File: config.mk
export PLATFORM = sky130hd
export DESIGN_NAME = button_debounce_event_queue
export DESIGN_NICKNAME = d
export VERILOG_FILES = /design/src/rtl/core/bdeq_pkg.sv /design/src/rtl/core/bdeq_front.sv /design/src/rtl/core/bdeq_back.sv /design/src/rtl/core/button_debounce_event_queue.sv
export SDC_FILE = /design/constraint.sdc
export NUM_CORES = 2
export LEC_CHECK = 0
export BUFFER_PORTS_ARGS = -buffer_cell sky130_fd_sc_hd__buf_2
export CORE_MARGIN = 4
export CORE_UTILIZATION = 45
export DETAILED_ROUTE_END_ITERATION = 8
export PLACE_DENSITY_LB_ADDON = 0.15
export SETUP_SLACK_MARGIN = 0.1
export SYNTH_ARGS = -nofsm -noshare
export SYNTH_HDL_FRONTEND = slang
export SYNTH_SLANG_ARGS = --single-unit
File: constraint.sdc
create_clock -name clk -period 10.3 [get_ports clk]
set_input_delay 1.03 -clock clk [delete_from_list [all_inputs] [get_ports clk]]
set_output_delay 1.03 -clock clk [all_outputs]
set_load 0.01 [all_outputs]
File: src/rtl/core/bdeq_pkg.sv
`timescale 1ns / 1ps

package bdeq_pkg;

  localparam int NUM_PINS_DEFAULT    = 8;
  localparam int QUEUE_DEPTH_DEFAULT = 16;
  localparam int CMD_DEPTH           = 2;
  localparam int PIN_FIELD_W         = 3;
  localparam int CODE_COUNT          = 256;

  localparam logic [31:0] DEFAULT_DEBOUNCE = 32'd8000;
  localparam logic [31:0] DROP_MAX         = 32'hFFFF_FFFF;

  localparam logic [1:0] OP_EDGE  = 2'd0;
  localparam logic [1:0] OP_POLL  = 2'd1;
  localparam logic [1:0] OP_QUERY = 2'd2;

  localparam logic [1:0] KIND_NONE  = 2'd0;
  localparam logic [1:0] KIND_EDGE  = 2'd1;
  localparam logic [1:0] KIND_POLL  = 2'd2;
  localparam logic [1:0] KIND_QUERY = 2'd3;

  localparam logic [1:0] LVL_UNKNOWN  = 2'd0;
  localparam logic [1:0] LVL_PRESSED  = 2'd1;
  localparam logic [1:0] LVL_RELEASED = 2'd2;

  localparam logic TYPE_PRESS   = 1'b0;
  localparam logic TYPE_RELEASE = 1'b1;

  localparam logic CFG_DEBOUNCE = 1'b0;
  localparam logic CFG_PIN_MAP  = 1'b1;

  typedef struct packed {
    logic [1:0]             kind;
    logic [1:0]             lvl;
    logic [PIN_FIELD_W-1:0] pin;
    logic [31:0]            time_us;
    logic [31:0]            time_ms;
    logic [7:0]             query_code;
  } cmd_t;

  typedef struct packed {
    logic [7:0]  code;
    logic        etype;
    logic [31:0] time_ms;
  } evt_t;

endpackage

File: src/rtl/core/bdeq_front.sv
`timescale 1ns / 1ps

module bdeq_front #(
  parameter int NUM_PINS = bdeq_pkg::NUM_PINS_DEFAULT
) (
  input  logic                 clk,
  input  logic                 rst,
  input  logic                 start,
  input  logic                 clearing,
  output logic                 busy,
  input  logic [1:0]           op,
  input  logic [4:0]           pin,
  input  logic                 edge_fall,
  input  logic                 edge_rise,
  input  logic [31:0]          time_us,
  input  logic [31:0]          time_ms,
  input  logic [7:0]           query_code,
  output logic                 head_valid,
  output bdeq_pkg::cmd_t       head,
  input  logic                 pop
);
  import bdeq_pkg::*;

  localparam int CNT_W = $clog2(CMD_DEPTH + 1);
  localparam int PTR_W = $clog2(CMD_DEPTH);
  localparam logic [4:0] PIN_LIMIT = 5'(NUM_PINS);
  localparam logic [CNT_W-1:0] CNT_FULL = CNT_W'(CMD_DEPTH);
  localparam logic [PTR_W-1:0] PTR_LAST = PTR_W'(CMD_DEPTH - 1);

  cmd_t             fifo [CMD_DEPTH];
  logic [CNT_W-1:0] count;
  logic [PTR_W-1:0] wr_ptr;
  logic [PTR_W-1:0] rd_ptr;
  cmd_t             cmd_in;
  logic             push;

  always_comb begin
    cmd_in.lvl        = edge_fall ? LVL_PRESSED : LVL_RELEASED;
    cmd_in.pin        = pin[PIN_FIELD_W-1:0];
    cmd_in.time_us    = time_us;
    cmd_in.time_ms    = time_ms;
    cmd_in.query_code = query_code;
    case (op)
      OP_EDGE: begin
        if ((pin < PIN_LIMIT) && (edge_fall || edge_rise)) begin
          cmd_in.kind = KIND_EDGE;
        end else begin
          cmd_in.kind = KIND_NONE;
        end
      end
      OP_POLL:  cmd_in.kind = KIND_POLL;
      OP_QUERY: cmd_in.kind = KIND_QUERY;
      default:  cmd_in.kind = KIND_NONE;
    endcase
  end

  assign busy       = (count == CNT_FULL) || clearing;
  assign push       = start && !busy;
  assign head_valid = (count != '0);
  assign head       = fifo[rd_ptr];

  always_ff @(posedge clk) begin
    if (push) begin
      fifo[wr_ptr] <= cmd_in;
    end
  end

  always_ff @(posedge clk) begin
    if (rst) begin
      count  <= '0;
      wr_ptr <= '0;
      rd_ptr <= '0;
    end else begin
      if (push) begin
        wr_ptr <= (wr_ptr == PTR_LAST) ? '0 : wr_ptr + 1'b1;
      end
      if (pop) begin
        rd_ptr <= (rd_ptr == PTR_LAST) ? '0 : rd_ptr + 1'b1;
      end
      if (push && !pop) begin
        count <= count + 1'b1;
      end else if (pop && !push) begin
        count <= count - 1'b1;
      end
    end
  end

endmodule

File: src/rtl/core/bdeq_back.sv
`timescale 1ns / 1ps

module bdeq_back #(
  parameter int NUM_PINS    = bdeq_pkg::NUM_PINS_DEFAULT,
  parameter int QUEUE_DEPTH = bdeq_pkg::QUEUE_DEPTH_DEFAULT
) (
  input  logic                 clk,
  input  logic                 rst,
  input  logic                 head_valid,
  input  bdeq_pkg::cmd_t       head,
  output logic                 pop,
  output logic                 clearing,
  input  logic                 cfg_valid,
  input  logic                 cfg_index,
  input  logic [63:0]          cfg_data,
  output logic                 done,
  output logic                 event_valid,
  output logic [7:0]           event_code,
  output logic                 event_type,
  output logic [31:0]          event_time_ms,
  output logic [1:0]           level,
  output logic [31:0]          lost_events
);
  import bdeq_pkg::*;

  localparam int PTR_W  = $clog2(2 * QUEUE_DEPTH);
  localparam int FILL_W = PTR_W + 1;
  localparam int IDX_W  = $clog2(QUEUE_DEPTH);
  localparam int CADR_W = $clog2(CODE_COUNT);
  localparam logic [PTR_W-1:0]  PTR_LAST = PTR_W'(2 * QUEUE_DEPTH - 1);
  localparam logic [PTR_W-1:0]  DEPTH_P  = PTR_W'(QUEUE_DEPTH);
  localparam logic [FILL_W-1:0] SPAN_F   = FILL_W'(2 * QUEUE_DEPTH);
  localparam logic [FILL_W-1:0] DEPTH_F  = FILL_W'(QUEUE_DEPTH);
  localparam logic [CADR_W-1:0] CADR_LAST = CADR_W'(CODE_COUNT - 1);

  logic [31:0]       deb_limit;
  logic [63:0]       pin_code_map;
  logic [1:0]        pin_level [NUM_PINS];
  logic [31:0]       pin_time  [NUM_PINS];
  evt_t              evq_mem   [QUEUE_DEPTH];
  logic [1:0]        lvl_mem   [CODE_COUNT];
  logic [PTR_W-1:0]  wr_ptr;
  logic [PTR_W-1:0]  rd_ptr;
  logic [31:0]       drop_count;
  logic [CADR_W-1:0] clr_addr;

  logic [31:0]       sel_time;
  logic [1:0]        sel_lvl;
  logic [7:0]        code;
  logic [31:0]       deb;
  logic [31:0]       elapsed;
  logic              is_edge;
  logic              is_poll;
  logic              is_query;
  logic              pass;
  logic              change;
  logic [FILL_W-1:0] fill;
  logic              full;
  logic              enq;
  logic              drop;
  logic              deq;
  logic [PTR_W-1:0]  wr_ptr_next;
  logic [PTR_W-1:0]  rd_ptr_next;
  logic [IDX_W-1:0]  wr_idx;
  logic [IDX_W-1:0]  rd_idx;
  evt_t              new_evt;
  logic              lvl_we;
  logic [CADR_W-1:0] lvl_wa;
  logic [1:0]        lvl_wd;

  logic              res_valid;
  logic              res_from_mem;
  logic              res_query;
  evt_t              res_evt;
  evt_t              evq_rd;
  logic [1:0]        lvl_rd;
  evt_t              out_evt;

  assign pop      = head_valid && !clearing;
  assign is_edge  = pop && (head.kind == KIND_EDGE);
  assign is_poll  = pop && (head.kind == KIND_POLL);
  assign is_query = pop && (head.kind == KIND_QUERY);

  always_comb begin
    sel_time = '0;
    sel_lvl  = LVL_UNKNOWN;
    for (int i = 0; i < NUM_PINS; i++) begin
      if (head.pin == PIN_FIELD_W'(i)) begin
        sel_time = pin_time[i];
        sel_lvl  = pin_level[i];
      end
    end
  end

  assign code    = pin_code_map[8 * head.pin +: 8];
  assign deb     = (deb_limit == '0) ? DEFAULT_DEBOUNCE : deb_limit;
  assign elapsed = head.time_us - sel_time;
  assign pass    = is_edge && (code != '0) && (elapsed >= deb);
  assign change  = pass && (sel_lvl != head.lvl);

  assign fill = (wr_ptr >= rd_ptr) ? ({1'b0, wr_ptr} - {1'b0, rd_ptr})
                                   : ({1'b0, wr_ptr} + SPAN_F - {1'b0, rd_ptr});
  assign full = (fill >= DEPTH_F);
  assign enq  = change && !full;
  assign drop = change && full;
  assign deq  = is_poll && (fill != '0);

  assign wr_ptr_next = (wr_ptr == PTR_LAST) ? '0 : wr_ptr + 1'b1;
  assign rd_ptr_next = (rd_ptr == PTR_LAST) ? '0 : rd_ptr + 1'b1;
  assign wr_idx = IDX_W'((wr_ptr >= DEPTH_P) ? wr_ptr - DEPTH_P : wr_ptr);
  assign rd_idx = IDX_W'((rd_ptr >= DEPTH_P) ? rd_ptr - DEPTH_P : rd_ptr);

  assign new_evt.code    = code;
  assign new_evt.etype   = (head.lvl == LVL_RELEASED) ? TYPE_RELEASE : TYPE_PRESS;
  assign new_evt.time_ms = head.time_ms;

  assign lvl_we = clearing || change;
  assign lvl_wa = clearing ? clr_addr : code;
  assign lvl_wd = clearing ? LVL_UNKNOWN : head.lvl;

  always_ff @(posedge clk) begin
    if (enq) begin
      evq_mem[wr_idx] <= new_evt;
    end
    if (deq) begin
      evq_rd <= evq_mem[rd_idx];
    end
  end

  always_ff @(posedge clk) begin
    if (lvl_we) begin
      lvl_mem[lvl_wa] <= lvl_wd;
    end
    if (is_query) begin
      lvl_rd <= lvl_mem[head.query_code];
    end
  end

  always_ff @(posedge clk) begin
    res_evt <= new_evt;
  end

  always_ff @(posedge clk) begin
    if (rst) begin
      deb_limit    <= DEFAULT_DEBOUNCE;
      pin_code_map <= '0;
      wr_ptr       <= '0;
      rd_ptr       <= '0;
      drop_count   <= '0;
      clearing     <= 1'b1;
      clr_addr     <= '0;
      done         <= 1'b0;
      res_valid    <= 1'b0;
      res_from_mem <= 1'b0;
      res_query    <= 1'b0;
      for (int i = 0; i < NUM_PINS; i++) begin
        pin_level[i] <= LVL_UNKNOWN;
        pin_time[i]  <= '0;
      end
    end else begin
      if (cfg_valid) begin
        if (cfg_index == CFG_DEBOUNCE) begin
          deb_limit <= cfg_data[31:0];
        end else begin
          pin_code_map <= cfg_data;
        end
      end
      if (clearing) begin
        clr_addr <= clr_addr + 1'b1;
        if (clr_addr == CADR_LAST) begin
          clearing <= 1'b0;
        end
      end
      for (int i = 0; i < NUM_PINS; i++) begin
        if (pass && (head.pin == PIN_FIELD_W'(i))) begin
          pin_time[i] <= head.time_us;
          pin_level[i] <= head.lvl;
        end
      end
      if (enq) begin
        wr_ptr <= wr_ptr_next;
      end
      if (deq) begin
        rd_ptr <= rd_ptr_next;
      end
      if (drop && (drop_count != DROP_MAX)) begin
        drop_count <= drop_count + 1'b1;
      end
      done         <= pop;
      res_valid    <= enq || deq;
      res_from_mem <= deq;
      res_query    <= is_query;
    end
  end

  assign out_evt       = res_from_mem ? evq_rd : res_evt;
  assign event_valid   = res_valid;
  assign event_code    = res_valid ? out_evt.code : 8'd0;
  assign event_type    = res_valid ? out_evt.etype : 1'b0;
  assign event_time_ms = res_valid ? out_evt.time_ms : 32'd0;
  assign level         = res_query ? lvl_rd : LVL_UNKNOWN;
  assign lost_events   = drop_count;

endmodule

File: src/rtl/core/button_debounce_event_queue.sv
`timescale 1ns / 1ps

// Channel  | Handshake                   | Payload
// ---------+-----------------------------+----------------------------------------------
// command  | start in, busy out          | op, pin, edge_fall, edge_rise, time_us,
//          |                             | time_ms, query_code
// result   | done out (one-cycle strobe) | event_valid, event_code, event_type,
//          |                             | event_time_ms, level, lost_events
// config   | cfg_valid in, cfg_ready out | cfg_index, cfg_data
//
// One item per cycle is sustained once clearing ends; each result passes through the two-entry
// command queue and then the execute stage, whose memory reads are registered. The receiver
// cannot stall, so the back end drains the queue every cycle in which it is not clearing.
// After reset, busy stays high while the code level memory is cleared one entry per cycle;
// configuration writes are taken during that time.

module button_debounce_event_queue #(
  parameter int NUM_PINS    = bdeq_pkg::NUM_PINS_DEFAULT,
  parameter int QUEUE_DEPTH = bdeq_pkg::QUEUE_DEPTH_DEFAULT
) (
  input  logic        clk,
  input  logic        rst,
  input  logic        start,
  output logic        busy,
  input  logic [1:0]  op,
  input  logic [4:0]  pin,
  input  logic        edge_fall,
  input  logic        edge_rise,
  input  logic [31:0] time_us,
  input  logic [31:0] time_ms,
  input  logic [7:0]  query_code,
  output logic        done,
  output logic        event_valid,
  output logic [7:0]  event_code,
  output logic        event_type,
  output logic [31:0] event_time_ms,
  output logic [1:0]  level,
  output logic [31:0] lost_events,
  input  logic        cfg_valid,
  output logic        cfg_ready,
  input  logic        cfg_index,
  input  logic [63:0] cfg_data
);
  import bdeq_pkg::*;

  logic head_valid;
  cmd_t head;
  logic pop;
  logic clearing;

  assign cfg_ready = 1'b1;

  bdeq_front #(
    .NUM_PINS(NUM_PINS)
  ) u_front (
    .clk        (clk),
    .rst        (rst),
    .start      (start),
    .clearing   (clearing),
    .busy       (busy),
    .op         (op),
    .pin        (pin),
    .edge_fall  (edge_fall),
    .edge_rise  (edge_rise),
    .time_us    (time_us),
    .time_ms    (time_ms),
    .query_code (query_code),
    .head_valid (head_valid),
    .head       (head),
    .pop        (pop)
  );

  bdeq_back #(
    .NUM_PINS   (NUM_PINS),
    .QUEUE_DEPTH(QUEUE_DEPTH)
  ) u_back (
    .clk           (clk),
    .rst           (rst),
    .head_valid    (head_valid),
    .head          (head),
    .pop           (pop),
    .clearing      (clearing),
    .cfg_valid     (cfg_valid),
    .cfg_index     (cfg_index),
    .cfg_data      (cfg_data),
    .done          (done),
    .event_valid   (event_valid),
    .event_code    (event_code),
    .event_type    (event_type),
    .event_time_ms (event_time_ms),
    .level         (level),
    .lost_events   (lost_events)
  );

endmodule
* Word-level counts from Yosys, hierarchy flattened
Memory sizes are Yosys's and may differ from the RTL's. A register that Yosys moved wholly into a read port is not among the register bits. Cells that the tools add are included.
Cells by class: $add $sub $neg 14, $mul 0, div/mod/pow operators 0, order comparisons 6, eq/ne operators 19, shift operators 1, mux-type cells 89, bitwise logic cells 17, reductions and logical operators 41
Operator list (count):
- two-way mux 32 bit | 18
- indexed part select 64 x 7 -> 8 bit | 1
- two-way mux 2 bit | 21
- two-way mux 1 bit | 41
- two-way mux 41 bit | 1
- adder 32 x 1 -> 32 bit (second input constant) | 1
- >= comparator 32 bit | 1
- logical NOT 32 bit | 1
- != test 32 bit (second input constant) | 1
- subtractor 32 bit | 1
- logical AND 1 bit | 23
- two-way mux 8 bit | 2
- bitwise OR 1 bit | 16
- equality test 3 bit (second input constant) | 4
- adder 5 x 1 -> 5 bit (second input constant) | 2
- equality test 2 bit (second input constant) | 5
- equality test 5 bit (second input constant) | 2
- >= comparator 5 bit (second input constant) | 2
- two-way mux 5 bit | 2
- adder 8 x 1 -> 8 bit (second input constant) | 1
- equality test 8 bit (second input constant) | 1
- two-way mux 4 bit | 2
- nonzero test 8 bit | 1
- subtractor 4 x 1 -> 4 bit (second input constant) | 2
- other kinds (23) | 35
Word-level totals: bits in registers 196, bits in latches 0, RAM bits 1598, memory bits (read-only) 0, input bits 150, logic and storage cells 209, memories kept 5
Memories:
- u_back.evq_mem | words 16, bits a word 41, read ports 1, clocked after Yosys merged registers in 1, write ports 1, RTL line bdeq_back.sv:40 | evt_t evq_mem [QUEUE_DEPTH];
- u_back.lvl_mem | words 256, bits a word 2, read ports 1, clocked after Yosys merged registers in 1, write ports 1, RTL line bdeq_back.sv:41 | logic [1:0] lvl_mem [CODE_COUNT];
- u_back.pin_time | words 8, bits a word 32, read ports 8, clocked after Yosys merged registers in 0, write ports 8, RTL line bdeq_back.sv:39 | logic [31:0] pin_time [NUM_PINS];
- u_front.fifo | words 2, bits a word 79, read ports 1, clocked after Yosys merged registers in 1, write ports 1, RTL line bdeq_front.sv:30 | cmd_t fifo [CMD_DEPTH];
- u_back.pin_level | words 8, bits a word 2, read ports 8, clocked after Yosys merged registers in 0, write ports 8, RTL line bdeq_back.sv:38 | logic [1:0] pin_level [NUM_PINS];

* Logic depth before layout (Yosys ltp)
depth after elaboration 17, depth in mapped cells 33, mapped depth without buffers 27

* Hierarchy
Synthesis repeated with hierarchy kept, for this count alone.
Second synthesis, totals: cells, all modules 4487, area, all modules 75294.7 um2
By module, submodules not included:
- bdeq_back | times used 1, cells each 4205, area each 69271.4 um2, seq. area each 48376.4 um2
- bdeq_front | times used 1, cells each 280, area each 6012.0 um2, seq. area each 4844.6 um2
- button_debounce_event_queue | times used 1, cells each 2, area each 11.3 um2, seq. area each 0.0 um2

* Worst setup path after synthesis
Ideal clock, no wire load.
path kind register to register, from register (tool-made name), to memory u_back.evq_mem[0][0] (netlist name), enable pin, library setup time 490 ps, data arrival time 9279 ps, setup slack 531 ps, cell stages (with the launch flop) 31, period minus slack after synthesis 9769 ps, cells stage by stage dfxtp_1 -> buf_6 -> mux2_2 -> clkbuf_1 -> buf_2 -> nor2_1 -> clkbuf_1 -> a22oi_1 -> nand3_1 -> ha_1 -> inv_1 -> fa_1 -> a211oi_1 -> o21ai_0 -> a2111oi_0 -> nor2_1 -> a21boi_0 -> o21ai_0 -> a31oi_1 -> o21ai_0 -> xor2_1 -> ha_1 -> nand4_1 -> nor2_1 -> o211ai_1 -> a2111oi_0 -> nor3_1 -> nor4_1 -> clkbuf_1 -> nand2_1 -> nor3_1
RTL lines (RTL line):
- end: declaration | bdeq_back.sv:40

==> summary.md <==
| Metric | Value |
|---|---|
| Total power | `15000 uW` |
| Vias in the first global route | `42400` |
| All-layer global routing usage | `21.8%` |
| RSZ-0062 raised after global routing | `false` |
| Post-synthesis sequential area ratio | `71.2%` |
| Max clock buf depth | `3` |
| Max-cap violations | `0` |
| CTS Buf Count | `192` |
| Detailed router's first-iteration violation count | `3998` |
| Outcome | `finished, final reports clean` |
| Sw frac | `20.1%` |
| Crit Path Class | `register to register` |
| Worst Max-Slew Pin Slew | `1220 ps` |
| Setup_tns | `0 ps` |
| Syn_area_per_cell | `15.8 um2` |
| Reg2reg setup slack | `about 1100 ps` |
| Clk_lat worst skew | `810 ps` |
| Slowest CP cell | `dfxtp_4` |
| Setup WS pre-CTS | `894 ps` |
| Critical Path RT | `10770 ps` |
| RePlAce Congestion | `0.829` |
| Hold bufs inserted after CTS | `0` |
| Crit. End Element | `register` |
| Slew margin rel. | `18.3%` |
| Total die area | `173000 um2` |
| Worst reg2reg path depth | `27` |
| Area delta synth->final | `13.6%` |
| Post-route DRC | `0` |
| Post-synth net total | `4963` |
| Final Slew Violations | `0` |
| P_int | `12000 uW` |
| Die Ht | `416 um` |
| Die X | `416 um` |
| Sink Count | `between 1500 and 2000` |
| Min-delay worst type | `primary input to register` |
| Psw | `3010 uW` |
| Most common cell after layout, fill and taps aside | `edfxtp_1` |
| Final WL | `between 150000 and 200000 um` |
| Filler cell count | `13600` |
| Number of synthesized flops with an enable pin | `about 1600` |
| Drt pass-1 iters | `6` |
| H-tree level count | `4` |
| Via/cell ratio | `5.70` |
| PortBufs | `between 200 and 250` |
| Routed Antenna Nets | `0` |
| Final period utilization | `between 80% and 90%` |
| Clock Power Share | `44.0%` |
| Delay of the slowest critical-path stage | `~740 ps` |
| Initial antenna violation count | `5` |
| Fin area | `between 80000 and 90000 um2` |
| Tmin final | `9240 ps` |
| TritonCTS clock tree | `done` |
| Combinational share of power | `1.8%` |
| Synth Register Bits | `1838` |
| DP Wirelength | `114000 um` |
| Vias | `41900` |
| # IOs | `roughly 230` |
| Final Hold Fails | `0` |
| Routed length per instance | `25.8 um` |
| Main synth FF type | `edfxtp_1` |
| Worst Path Arrival | `approximately 10000 ps` |
| Nets | `5229` |
| Core area | `165000 um2` |
| Pin count of the biggest net entering global routing | `129` |
| Clock Tree Root | `clkbuf_16` |
| Cells after Synth | `4732` |
| Mapped cell area | `74800 um2` |
| Syn. warnings | `0` |
| Initial Util | `45.3%` |
| Most frequent cells in the layout | `1641 x edfxtp_1, 482 x nor2_1, 427 x nand2_1, 333 x mux4_2, 226 x buf_2` |
| Placement Rows | `149` |
| Register share of total power | `between 50% and 60%` |
| Worst Path Max Fanout | `32` |
| LEAKAGE | `0.0266 uW` |
| Count of different cell masters after synthesis | `70` |
| Worst hold margin | `409 ps` |
| VDD IR-drop max | `0.207 mV` |
| Grt ovf | `0` |
| Hold path endpoint | `u_front.fifo[1][57]` |
| Share of layout cells above drive strength 1 | `between 20% and 30%` |
| R2r endpoint | `u_back.evq_mem[7][27]` |
| Worst setup margin | `1060 ps` |
| Hold Startpoint | `time_us[17]` |
| First-pass GRT wire length | `281000 um` |
| Final setup viols | `0` |
| Post-synth ARST share | `0%` |
| Fmax | `108 MHz` |
| Area after DPL | `79000 um2` |
| Clk slew on worst S/H paths | `roughly 60 ps` |
| Worst clock skew | `27.3 ps` |
| Pwr dens | `176 nW/um2` |
| Critical Path Start Type | `register` |
| Hold Path Cell Cnt | `1` |
-- flip-flops by register name, summed over array words and instances (netlist names), 2 cells and up, named ones only --
name	cells
u_back.lvl_rd	2
u_back.rd_ptr	5
u_back.pin_level	16
u_front.fifo	158
u_back.evq_mem	656
u_back.evq_rd	41
u_back.clr_addr	8
u_back.res_evt	41
u_back.lvl_mem	512
u_back.wr_ptr	5
u_front.count	2
u_back.pin_code_map	64
u_back.deb_limit	32
u_back.lost_events	32
u_back.pin_time	256
-- cell type report --
type / instances / area, um2 / area share [%]
Antenna cell: 1 / 2.50 / 0.00295
Clock buffer: 270 / 5360 / 6.31
Clock inverter: 87 / 626 / 0.736
Inverter: 141 / 531 / 0.624
Multi-Input combinational cell: 2479 / 20200 / 23.8
Sequential cell: 1838 / 53200 / 62.7
Tap cell: 2189 / 2740 / 3.22
Timing Repair Buffer: 346 / 2220 / 2.61
-- cell families (layout without fill, tap and decap cells) --
group / after synthesis / count (layout) / synth area share, %
DFF: 1838 / 1838 / 71.2
muxes: 481 / 481 / 12.1
AOI/OAI and AO/OA: 576 / 576 / 5.08
and+or+nand+nor: 1301 / 1301 / 7.68
other: 1 / 2 / 0.00501
xor gates and xnor gates: 39 / 39 / 0.457
buffers and inverters: 415 / 844 / 2.15
adders and majority gates: 81 / 81 / 1.38
-- cells in the mapped netlist, types with 35 or more instances --
cell         n  area (um2)
mux2i_1     95         951
ha_1        79         988
dfxtp_1    197        3940
clkbuf_1   202         758
mux2_2      49         552
inv_1      138         518
a21oi_1    144         721
edfxtp_1  1641       49300
a221oi_1    35         307
mux4_2     333        7500
a22oi_1     94         706
buf_1       42         158
nor2_1     503        1890
and2_1      98         613
nor2b_1     56         350
o21ai_0    103         515
nand3_1     66         330
nand2_1    434        1630
-- power by group through the flow --
stage                     clock network [uW]  logic (uW)  registers (uW)
after global placement                     0         268            8270
after CTS                               6740         273            8120
final                                   6590         273            8120
after detailed placement                   0         272            8280
after global routing                    7060         298            8120
after floorplan                            0         145            8270
-- worst max-delay path, delay by kind of cell (launching register included) --
| family | cells | cell delay (ps) |
|---|---|---|
| xor+xnor | 1 | 170 |
| flops | 1 | 740 |
| simple gates | 11 | 3750 |
| compound gates | 10 | 2880 |
| buf+inv | 2 | 380 |
| fa+ha+maj | 3 | 930 |
-- worst max-delay path by stage --
stage,start,end,slack [ps],depth (start not counted)
final,register,u_back.evq_mem[7][27],1060,27
after global routing,register,u_back.evq_mem[12][30],210,28
after CTS,register,u_back.evq_mem[12][26],850,27
after detailed placement,register,u_back.evq_mem[12][27],890,27
after global placement,register,u_back.evq_mem[12][26],930,27
after floorplan,register,u_back.evq_mem[0][0],530,30
-- metrics by stage --
step	std cells	utilization [%]
after floorplan	4732	-
after global placement	6993	47.9
after detailed placement	6993	47.9
after CTS	7350	51.5
after global routing	7351	51.5
final	7351	51.5
-- per-layer routing --
| layer | part of all wire [%] | global-route usage (%) |
|---|---|---|
| met1 | 42 | 29.4 |
| met2 | 49 | 36.2 |
| met3 | 5.1 | 3.47 |
| met4 | 3.4 | 7.41 |
| met5 | 0.0068 | 0 |
-- repair_timing --
item | CTS | global route
buffers inserted | 0 | 0
gates resized for setup | 0 | 2
setup endpoints to repair | 0 | 129
endpoints found under the hold margin | 0 | 0
Power figures use the tool's default switching activity.
